$ cat src/afr_pkg.sv
// ----------------------------------------------------------------------------
// afr_pkg
// Shared types, character codes and classification functions for the ASCII
// frame receiver.
// ----------------------------------------------------------------------------
`default_nettype none

package afr_pkg;

    localparam int ADDR_W  = 6;
    localparam int COUNT_W = 7;
    localparam int DEPTH   = 64;

    typedef logic [7:0]         byte_t;
    typedef logic [ADDR_W-1:0]  addr_t;
    typedef logic [COUNT_W-1:0] count_t;

    localparam byte_t CH_OPEN       = 8'h28;
    localparam byte_t CH_CLOSE      = 8'h29;
    localparam byte_t CH_SPACE      = 8'h20;
    localparam byte_t CH_UNDERSCORE = 8'h5F;

    localparam count_t MIN_STORED  = 7'd9;
    localparam count_t CHECK_LIMIT = 7'd5;

    typedef struct packed {
        logic  en;
        addr_t addr;
        byte_t data;
    } mem_wr_t;

    typedef struct packed {
        logic   start;
        count_t length;
    } drain_req_t;

    function automatic logic is_storable(byte_t c);
        return c inside {CH_SPACE, CH_UNDERSCORE, [8'h41:8'h5A], [8'h61:8'h7A],
                         [8'h30:8'h39]};
    endfunction

    function automatic logic is_upper_hex(byte_t c);
        return c inside {[8'h41:8'h46], [8'h30:8'h39]};
    endfunction

endpackage

`default_nettype wire

$ cat src/afr_frame_mem.sv
// ----------------------------------------------------------------------------
// afr_frame_mem
// Frame character store: one write port and one read port, with the read
// data held in a register until the next read.
// ----------------------------------------------------------------------------
`default_nettype none

module afr_frame_mem (
    input  wire logic            clk,
    input  wire afr_pkg::mem_wr_t wr,
    input  wire logic            rd_en,
    input  wire afr_pkg::addr_t  rd_addr,
    output afr_pkg::byte_t       rd_data
);

    afr_pkg::byte_t store_mem [afr_pkg::DEPTH];
    afr_pkg::byte_t rd_data_reg;

    always_ff @(posedge clk)
    begin
        if (wr.en)
        begin
            store_mem[wr.addr] <= wr.data;
        end
    end

    always_ff @(posedge clk)
    begin
        if (rd_en)
        begin
            rd_data_reg <= store_mem[rd_addr];
        end
    end

    assign rd_data = rd_data_reg;

endmodule

`default_nettype wire

$ cat src/afr_rx_parser.sv
// ----------------------------------------------------------------------------
// afr_rx_parser
// Byte parser: tracks frame acquisition, writes stored characters to the
// frame store and starts a drain when a frame closes correctly.
// ----------------------------------------------------------------------------
`default_nettype none

module afr_rx_parser #(
    parameter int MAX_FRAME_CHARS = 64
) (
    input  wire logic                clk,
    input  wire logic                rst_n,
    input  wire logic                accept,
    input  wire afr_pkg::byte_t      rx_byte,
    output afr_pkg::mem_wr_t         wr,
    output afr_pkg::drain_req_t      drain_req
);

    typedef enum logic [1:0] {
        ST_IDLE = 2'b01,
        ST_ACQ  = 2'b10
    } state_t;

    state_t          state_reg, state_next;
    afr_pkg::count_t count_reg, count_next;
    logic            prev_hex_reg, prev_hex_next;
    logic            last_hex_reg, last_hex_next;
    afr_pkg::count_t count_inc;
    logic            byte_hex;

    assign count_inc = count_reg + 7'd1;
    assign byte_hex  = afr_pkg::is_upper_hex(rx_byte);

    always_comb
    begin
        state_next    = state_reg;
        count_next    = count_reg;
        prev_hex_next = prev_hex_reg;
        last_hex_next = last_hex_reg;
        wr            = '0;
        drain_req     = '0;
        if (accept)
        begin
            case (state_reg)
                ST_IDLE:
                begin
                    if (rx_byte == afr_pkg::CH_OPEN)
                    begin
                        state_next = ST_ACQ;
                        count_next = 7'd1;
                        wr.en      = 1'b1;
                        wr.addr    = '0;
                        wr.data    = rx_byte;
                    end
                end
                ST_ACQ:
                begin
                    if (afr_pkg::is_storable(rx_byte))
                    begin
                        wr.en         = 1'b1;
                        wr.addr       = count_reg[afr_pkg::ADDR_W-1:0];
                        wr.data       = rx_byte;
                        count_next    = count_inc;
                        prev_hex_next = last_hex_reg;
                        last_hex_next = byte_hex;
                        if ((count_inc == 7'(MAX_FRAME_CHARS)) ||
                            (!byte_hex && (count_inc < afr_pkg::CHECK_LIMIT)))
                        begin
                            state_next = ST_IDLE;
                        end
                    end
                    else if (rx_byte == afr_pkg::CH_OPEN)
                    begin
                        count_next = 7'd1;
                    end
                    else
                    begin
                        state_next = ST_IDLE;
                        if ((rx_byte == afr_pkg::CH_CLOSE) &&
                            (count_reg >= afr_pkg::MIN_STORED) &&
                            prev_hex_reg && last_hex_reg)
                        begin
                            wr.en            = 1'b1;
                            wr.addr          = count_reg[afr_pkg::ADDR_W-1:0];
                            wr.data          = rx_byte;
                            count_next       = count_inc;
                            drain_req.start  = 1'b1;
                            drain_req.length = count_inc;
                        end
                    end
                end
                default:
                begin
                    state_next = ST_IDLE;
                end
            endcase
        end
    end

    always_ff @(posedge clk or negedge rst_n)
    begin
        if (!rst_n)
        begin
            state_reg    <= ST_IDLE;
            count_reg    <= '0;
            prev_hex_reg <= 1'b0;
            last_hex_reg <= 1'b0;
        end
        else
        begin
            state_reg    <= state_next;
            count_reg    <= count_next;
            prev_hex_reg <= prev_hex_next;
            last_hex_reg <= last_hex_next;
        end
    end

endmodule

`default_nettype wire

$ cat src/afr_drain.sv
// ----------------------------------------------------------------------------
// afr_drain
// Drain sequencer: reads an accepted frame out of the store one character
// per cycle while not stalled, with the position, length and last mark of each.
// ----------------------------------------------------------------------------
`default_nettype none

module afr_drain (
    input  wire logic                clk,
    input  wire logic                rst_n,
    input  wire afr_pkg::drain_req_t drain_req,
    input  wire logic                out_stall,
    output logic                     busy,
    output logic                     rd_en,
    output afr_pkg::addr_t           rd_addr,
    output logic                     out_valid,
    output afr_pkg::addr_t           out_pos,
    output afr_pkg::count_t          out_len,
    output logic                     out_last
);

    typedef enum logic [1:0] {
        DR_IDLE = 2'b01,
        DR_RUN  = 2'b10
    } dstate_t;

    dstate_t         state_reg, state_next;
    afr_pkg::count_t idx_reg, idx_next;
    afr_pkg::count_t len_reg, len_next;
    logic            valid_reg, valid_next;
    afr_pkg::addr_t  pos_reg, pos_next;
    afr_pkg::count_t olen_reg, olen_next;
    logic            last_reg, last_next;
    afr_pkg::count_t idx_inc;
    logic            issue;

    assign idx_inc = idx_reg + 7'd1;
    assign issue   = (state_reg == DR_RUN) && (!valid_reg || !out_stall);

    always_comb
    begin
        state_next = state_reg;
        idx_next   = idx_reg;
        len_next   = len_reg;
        valid_next = valid_reg && out_stall;
        pos_next   = pos_reg;
        olen_next  = olen_reg;
        last_next  = last_reg;
        case (state_reg)
            DR_IDLE:
            begin
                if (drain_req.start)
                begin
                    state_next = DR_RUN;
                    idx_next   = '0;
                    len_next   = drain_req.length;
                end
            end
            DR_RUN:
            begin
                if (issue)
                begin
                    valid_next = 1'b1;
                    pos_next   = idx_reg[afr_pkg::ADDR_W-1:0];
                    olen_next  = len_reg;
                    last_next  = (idx_inc == len_reg);
                    idx_next   = idx_inc;
                    if (idx_inc == len_reg)
                    begin
                        state_next = DR_IDLE;
                    end
                end
            end
            default:
            begin
                state_next = DR_IDLE;
            end
        endcase
    end

    always_ff @(posedge clk or negedge rst_n)
    begin
        if (!rst_n)
        begin
            state_reg <= DR_IDLE;
            idx_reg   <= '0;
            len_reg   <= '0;
            valid_reg <= 1'b0;
            last_reg  <= 1'b0;
        end
        else
        begin
            state_reg <= state_next;
            idx_reg   <= idx_next;
            len_reg   <= len_next;
            valid_reg <= valid_next;
            last_reg  <= last_next;
        end
    end

    always_ff @(posedge clk)
    begin
        pos_reg  <= pos_next;
        olen_reg <= olen_next;
    end

    assign busy      = (state_reg == DR_RUN);
    assign rd_en     = issue;
    assign rd_addr   = idx_reg[afr_pkg::ADDR_W-1:0];
    assign out_valid = valid_reg;
    assign out_pos   = pos_reg;
    assign out_len   = olen_reg;
    assign out_last  = last_reg;

`ifndef SYNTHESIS
    a_start_when_idle: assert property (@(posedge clk) disable iff (!rst_n)
        drain_req.start |-> (state_reg == DR_IDLE))
        else $error("drain request while a drain is running");

    a_start_length: assert property (@(posedge clk) disable iff (!rst_n)
        drain_req.start |-> (drain_req.length >= 7'd10 && drain_req.length <= 7'd64))
        else $error("drain request length out of range");

    a_index_bound: assert property (@(posedge clk) disable iff (!rst_n)
        (state_reg == DR_RUN) |-> (idx_reg < len_reg))
        else $error("drain index passed frame length");

    a_pos_before_last: assert property (@(posedge clk) disable iff (!rst_n)
        (valid_reg && !last_reg) |-> ({1'b0, pos_reg} + 7'd1 < olen_reg))
        else $error("non-final character at or past final position");
`endif

endmodule

`default_nettype wire

$ cat src/ascii_frame_receiver.sv
// ----------------------------------------------------------------------------
// ascii_frame_receiver
// Receiver for parenthesized ASCII frames on one serial channel.
// ----------------------------------------------------------------------------
// When a closing parenthesis completes a valid frame, the frame is read back
// from the 64-entry character store at one character per cycle, while
// frame_stall is low, through its single read port. An accepted frame holds
// 10 to 64 characters, and rx_stall is high while it is read out. Rejected
// frames and ignored bytes produce no output.
`default_nettype none

module ascii_frame_receiver #(
    parameter int MAX_FRAME_CHARS = 64
) (
    input  wire logic        clk,
    input  wire logic        rst_n,
    input  wire logic        rx_valid,
    output logic             rx_stall,
    input  wire logic [7:0]  rx_byte,
    output logic             frame_valid,
    input  wire logic        frame_stall,
    output logic [7:0]       frame_byte,
    output logic [5:0]       byte_position,
    output logic [6:0]       frame_length,
    output logic             last_byte
);

    afr_pkg::mem_wr_t    wr;
    afr_pkg::drain_req_t drain_req;
    logic                busy;
    logic                rd_en;
    afr_pkg::addr_t      rd_addr;
    logic                accept;

    assign rx_stall = busy;
    assign accept   = rx_valid && !busy;

    afr_rx_parser #(
        .MAX_FRAME_CHARS(MAX_FRAME_CHARS)
    ) u_parser (
        .clk       (clk),
        .rst_n     (rst_n),
        .accept    (accept),
        .rx_byte   (rx_byte),
        .wr        (wr),
        .drain_req (drain_req)
    );

    afr_frame_mem u_mem (
        .clk     (clk),
        .wr      (wr),
        .rd_en   (rd_en),
        .rd_addr (rd_addr),
        .rd_data (frame_byte)
    );

    afr_drain u_drain (
        .clk       (clk),
        .rst_n     (rst_n),
        .drain_req (drain_req),
        .out_stall (frame_stall),
        .busy      (busy),
        .rd_en     (rd_en),
        .rd_addr   (rd_addr),
        .out_valid (frame_valid),
        .out_pos   (byte_position),
        .out_len   (frame_length),
        .out_last  (last_byte)
    );

endmodule

`default_nettype wire
$ cat config.mk
export PLATFORM = sky130hd
export DESIGN_NAME = ascii_frame_receiver
export DESIGN_NICKNAME = d
export VERILOG_FILES = /design/src/afr_pkg.sv /design/src/afr_frame_mem.sv /design/src/afr_rx_parser.sv /design/src/afr_drain.sv /design/src/ascii_frame_receiver.sv
export SDC_FILE = /design/constraint.sdc
export NUM_CORES = 1
export LEC_CHECK = 0
export BUFFER_PORTS_ARGS = -buffer_cell sky130_fd_sc_hd__buf_4
export CORE_MARGIN = 1
export CORE_UTILIZATION = 35
export DETAILED_ROUTE_END_ITERATION = 16
export PLACE_DENSITY = 0.56
export SLEW_MARGIN = 20
export SYNTH_ARGS = -nofsm -noshare
export SYNTH_HDL_FRONTEND = slang
export SYNTH_SLANG_ARGS = --single-unit
export TNS_END_PERCENT = 5
$ cat constraint.sdc
create_clock -name clk -period 2.9 [get_ports clk]
set_clock_uncertainty 0.15 [all_clocks]
set_input_delay 0 -clock clk [delete_from_list [all_inputs] [get_ports clk]]
set_output_delay 0 -clock clk [all_outputs]
set_load 0.02 [all_outputs]
# == Yosys cells after proc, flatten, opt, wreduce, memory -nomap -nowiden ==
# Memory sizes are Yosys's and may differ from the RTL's. A register that Yosys moved wholly into a read port is not among the register bits.
# Cells that the tools add are included.
# word_totals
inputBits,12
memories,1
out_inout_bits,24
wordCells,100
reg_bits,42
mem_bits_rw,512
# mem_list
memory,words,width,read_ports,rd_clocked_by_memory_dff,wr,line_no,source
u_mem.store_mem,64,8,1,1,1,afr_frame_mem.sv:16,afr_pkg::byte_t store_mem [afr_pkg::DEPTH];
# op_classes
n_mux,32
order_cmp,9
eq_ne,17
n_addsub,2
reduce_logical,28
# op_table
operator,n
$mux 15,5
$mux 7,6
$mux 8,5
$pmux 15 s2,1
$pmux 7 s2,2
$eq 8x6->1 const B,3
$le 8x7->1 const B,3
$ge 8x7->1 const B,2
$add 7x1->7 const B,2
$mux 2,7
$logic_and 1x1->1,11
$reduce_and 3->1,3
$eq 8x7->1 const B,1
$ge 8x6->1 const B,1
$le 8x6->1 const B,1
$pmux 2 s2,2
$reduce_and 4->1,2
$eq 7x7->1,1
$eq 7x7->1 const B,1
$ge 7x4->1 const B,1
$lt 7x3->1 const B,1
$ne 2x1->1 const B,3
$ne 3x3->1 const B,2
$reduce_bool 2->1,3
9 further kinds,19

# == Longest topological paths before layout ==
# depth
word_depth,11
mapped_depth,10
depth_no_buf,8

# == Modules after synthesis ==
# Synthesis repeated with hierarchy kept, for this count alone.
# unflattened
hier_cells,1209
area_unflattened_um2,22763.1
# modules_own_cells
module,seq_area_each_um2,instances,cells_each,area_per_inst_um2
afr_frame_mem,15615.0,1,940,20246.9
afr_drain,842.1,1,121,1350.0
afr_rx_parser,276.5,1,147,1152.4
ascii_frame_receiver,0.0,1,1,13.8

# == Least setup slack after synthesis ==
# Ideal clock, no wire load.
# synth_path
path_kind,flip-flop to flip-flop
startpoint,register u_parser.count_reg[1]
endpoint,"memory u_mem.store_mem[0][0] in the netlist's numbering, data pin"
t_required_ps,2382
t_arrival_ps,2505
n_path_buf,1
setup_slack_ps,-123
path_stages_with_launch,9
period_less_slack_ps,3023
setup_time_ps,368
cell_sequence,dfrtp_1 -> inv_1 -> ha_1 -> o41ai_1 -> a2111o_1 -> o221ai_2 -> and3_1 -> buf_2 -> and2_1
# synth_lines
element,line_no,source
start: declaration,afr_rx_parser.sv:25,"afr_pkg::count_t count_reg, count_next;"
start signal: assignment,afr_rx_parser.sv:112,count_reg <= count_next;
end: declaration,afr_frame_mem.sv:16,

# == Final worst setup path ==
# layout_path
startpoint,register u_parser.count_reg[1]
endpoint,"memory u_mem.store_mem[27][7] in the netlist's numbering, enable pin"
# layout_via
elab_chain_len,11
# layout_lines
element,line_no,source
$ge 7x4->1,afr_rx_parser.sv:80,(count_reg >= afr_pkg::MIN_STORED) &&
$logic_and 1x1->1,afr_rx_parser.sv:79,if ((rx_byte == afr_pkg::CH_CLOSE) &&
$logic_and 1x1->1,afr_rx_parser.sv:80,
$logic_and 1x1->1,afr_rx_parser.sv:81,prev_hex_reg && last_hex_reg)
$mux 15,afr_rx_parser.sv:79,
$mux 15,afr_rx_parser.sv:72,else if (rx_byte == afr_pkg::CH_OPEN)
$mux 15 *,afr_rx_parser.sv:58,if (afr_pkg::is_storable(rx_byte))
$pmux 15 s2 *,afr_rx_parser.sv:44,case (state_reg)
$mux 15 *,afr_rx_parser.sv:42,if (accept)
$mux 1,afr_frame_mem.sv:21,if (wr.en)
$mux 1 (not written as such),afr_frame_mem.sv:23,store_mem[wr.addr] <= wr.data;
# Every way passes the cells marked *; elsewhere a longest branch is shown, timed or not.

==> impl_metrics.tcl <==
set metrics [dict create \
    status "finished clean" \
    reg2reg_depth 11 \
    critPathLaunchType "flip-flop" \
    area_delta_synth_final_pct 21.0 \
    maxCapViolations 0 \
    cts_root_buffer "clkbuf_16" \
    syn_avg_cell_area_um2 20.5 \
    critPathKind "flip-flop to flip-flop" \
    route.met2.wl_um 24600 \
    post_drt_wl_per_cell_um 23.2 \
    largest_reg_flops 512 \
    cts_buffers 58 \
    ir_drop_v 0.000505 \
    num_rows 92 \
    crit_path_max_fanout 8 \
    route.met3.wl_um 3330 \
    ioPinCount 36 \
    r2r_start "u_parser.count_reg[1]" \
    hold_depth 4 \
    synthArstFlopShare 0.0516 \
    cts-htree-levels 2 \
    rr_endpoint "u_mem.store_mem[27][7]" \
    cp.required_ns 3.07 \
    drive_above_1_share 0.335 \
    drt-initial-drc-count 952 \
    tightest_slew_ns 0.862 \
    synth_edf_count 533 \
    clk_pin_slew_worst_paths_ns 0.06 \
    cts.sinks 562 \
    viasPerCell 5.07 \
    final_common_cell "edfxtp_1" \
    regArea_um2 16700 \
    yosysWarnings 0 \
    clkLatencyLatePin_ns 0.62 \
    rrSetupSlack_ns 0.06 \
    layout_common_cells "edfxtp_1, mux4_2, buf_4" \
    ys.flop_type "edfxtp_1" \
    maxSlewHeadroom 0.411 \
    setup_slack_ns 0.0592 \
    ys_ff_latch 562 \
    routabilityCongestion 0.808 \
    min_from "rx_byte[2]" \
    yosysSeqAreaShare 0.750 \
    core-area_um2 63100 \
    power_leakage_nw 8.96 \
    grt.total_usage 0.163 \
    die_area_um2 64800 \
    period_needed_ns 2.84 \
    top_layer "met4" \
    antenna_found_initial 0 \
    setup_viol 0 \
    fin_nets 1331 \
    cts_tree "yes" \
    post-cts-setup-buffers 0 \
    finalHoldViolCount 0 \
    routed_wl_um 51100 \
    powerDensity_nw_per_um2 606 \
    grt_start_max_net_pins 65 \
    fillers 5549 \
    end_kind "flip-flop" \
    die_y_um 255 \
    numPortBuffers 35 \
    synth_cell_types 55 \
    drc 0 \
    drtAntennaViolNets 0 \
    wirelength_met1_um 22100 \
    grt_pass1_wl_um 76400 \
    grt_remaining_overflow 0 \
    min_to "u_mem.store_mem[1][2]" \
    ctsLongestPathBuffers 3 \
    multi_input_area_um2 5740 \
    cp.arrival_ns 3.01 \
    antennaDiodeCount 0 \
    dp_hpwl_um 32800 \
    hold_path.class "primary input to flip-flop" \
    first_global_vias 11500 \
    place_ws_ns -0.138 \
    synth_cells 1090 \
    firstDrtPassIters 5 \
    syn_area_um2 22300 \
    max_freq_mhz 352 \
    drv_slew 0 \
    power_w 0.0164 \
    vias 11200 \
    finalCritPeriodShare 0.980 \
    die_x_um 255 \
    rsz0062_at_grt "yes" \
    post-route-util 0.428 \
    start_util 0.354 \
]
## metal layers
| metal | vias up | global-route usage |
|---|---|---|
| li1 | 4898 | - |
| met1 | 5889 | 0.224 |
| met2 | 321 | 0.260 |
| met3 | 74 | 0.0366 |
| met4 | 0 | 0.0451 |
| met5 | - | 0 |
## power by group
part / leakage [nW] / total, W / switching (W) / internal (W)
registers: 5.63 / 0.00880 / 0.0000146 / 0.00878
logic: 2.43 / 0.000340 / 0.000205 / 0.000134
clock network: 0.896 / 0.00724 / 0.00307 / 0.00416
total: 8.96 / 0.0164 / 0.00329 / 0.0131
## worst max-delay path, stage by stage, from the launching register on
cell and delay (ns):
dfrtp_1 0.39, inv_1 0.08, ha_1 0.16, o41ai_2 0.08
a2111o_1 0.41, o221ai_2 0.08, buf_4 0.15, nand3_2 0.13
or3_4 0.36, buf_4 0.20, nor2_1 0.15, buf_4 0.21
## synthesized netlist by cell type (all sizes together), types with 10 or more instances
library cell | count | area (um2)
dfrtp | 27 | 676
edfxtp | 533 | 16000
a22oi | 18 | 135
buf | 28 | 135
nand2 | 53 | 199
nor2 | 76 | 285
nand3 | 20 | 115
o21ai | 22 | 110
and2 | 10 | 62.6
clkbuf | 31 | 116
mux4 | 160 | 3600
## stage by stage
step                      area [um2]  instances  TNS, ns  hold slack (ns)
after global routing           27000       2205    -3.51           0.0554
after detailed placement       24700       2085   -13.98           -0.195
after floorplan                22600       1153    -9.76           -0.446
after CTS                      26800       2205    -2.01          0.00877
after global placement         24700       2085    -2.83           -0.196
final                          27000       2205        0           0.0315
## logic make-up (layout without fill, tap and decap cells)
| group | after synthesis | after routing | share of synthesized area |
|---|---|---|---|
| DFF | 562 | 562 | 0.750 |
| other | 1 | 64 | 0.000168 |
| adders and majority gates | 5 | 5 | 0.00280 |
| muxes | 162 | 162 | 0.162 |
| xor gates and xnor gates | 13 | 13 | 0.00510 |
| and+or+nand+nor | 203 | 203 | 0.0428 |
| AOI/OAI and AO/OA | 80 | 80 | 0.0247 |
| buffers and inverters | 64 | 270 | 0.0121 |
## repair_timing
item                       CTS  global route
hold endpoints to repair   145             0
hold buffers                15             0
setup endpoints to repair  208           490
resized for setup           24            56
## worst max-delay path by stage
stage                                     start                endpoint  slack [ns]  cells after the start
after floorplan           u_parser.count_reg[1]   u_mem.store_mem[0][3]       -0.08                      8
after global placement    u_parser.count_reg[1]  u_mem.store_mem[60][4]       -0.09                     10
after detailed placement             rx_byte[1]  u_mem.store_mem[63][4]       -0.14                      9
after CTS                 u_parser.count_reg[1]  u_mem.store_mem[52][7]        -0.1                     10
after global routing      u_parser.count_reg[1]  u_mem.store_mem[11][0]       -0.08                     11
final                     u_parser.count_reg[1]  u_mem.store_mem[27][7]        0.06                     11
## cell type report
cell class                      count  share of cell area
Tap cell                          846              0.0392
Sequential cell                   562               0.620
Inverter                            5            0.000695
Timing Repair Buffer              160              0.0587
Multi-Input combinational cell    527               0.213
Clock inverter                     38              0.0128
Clock buffer                       67              0.0558
(Power assumes the default switching activity.)
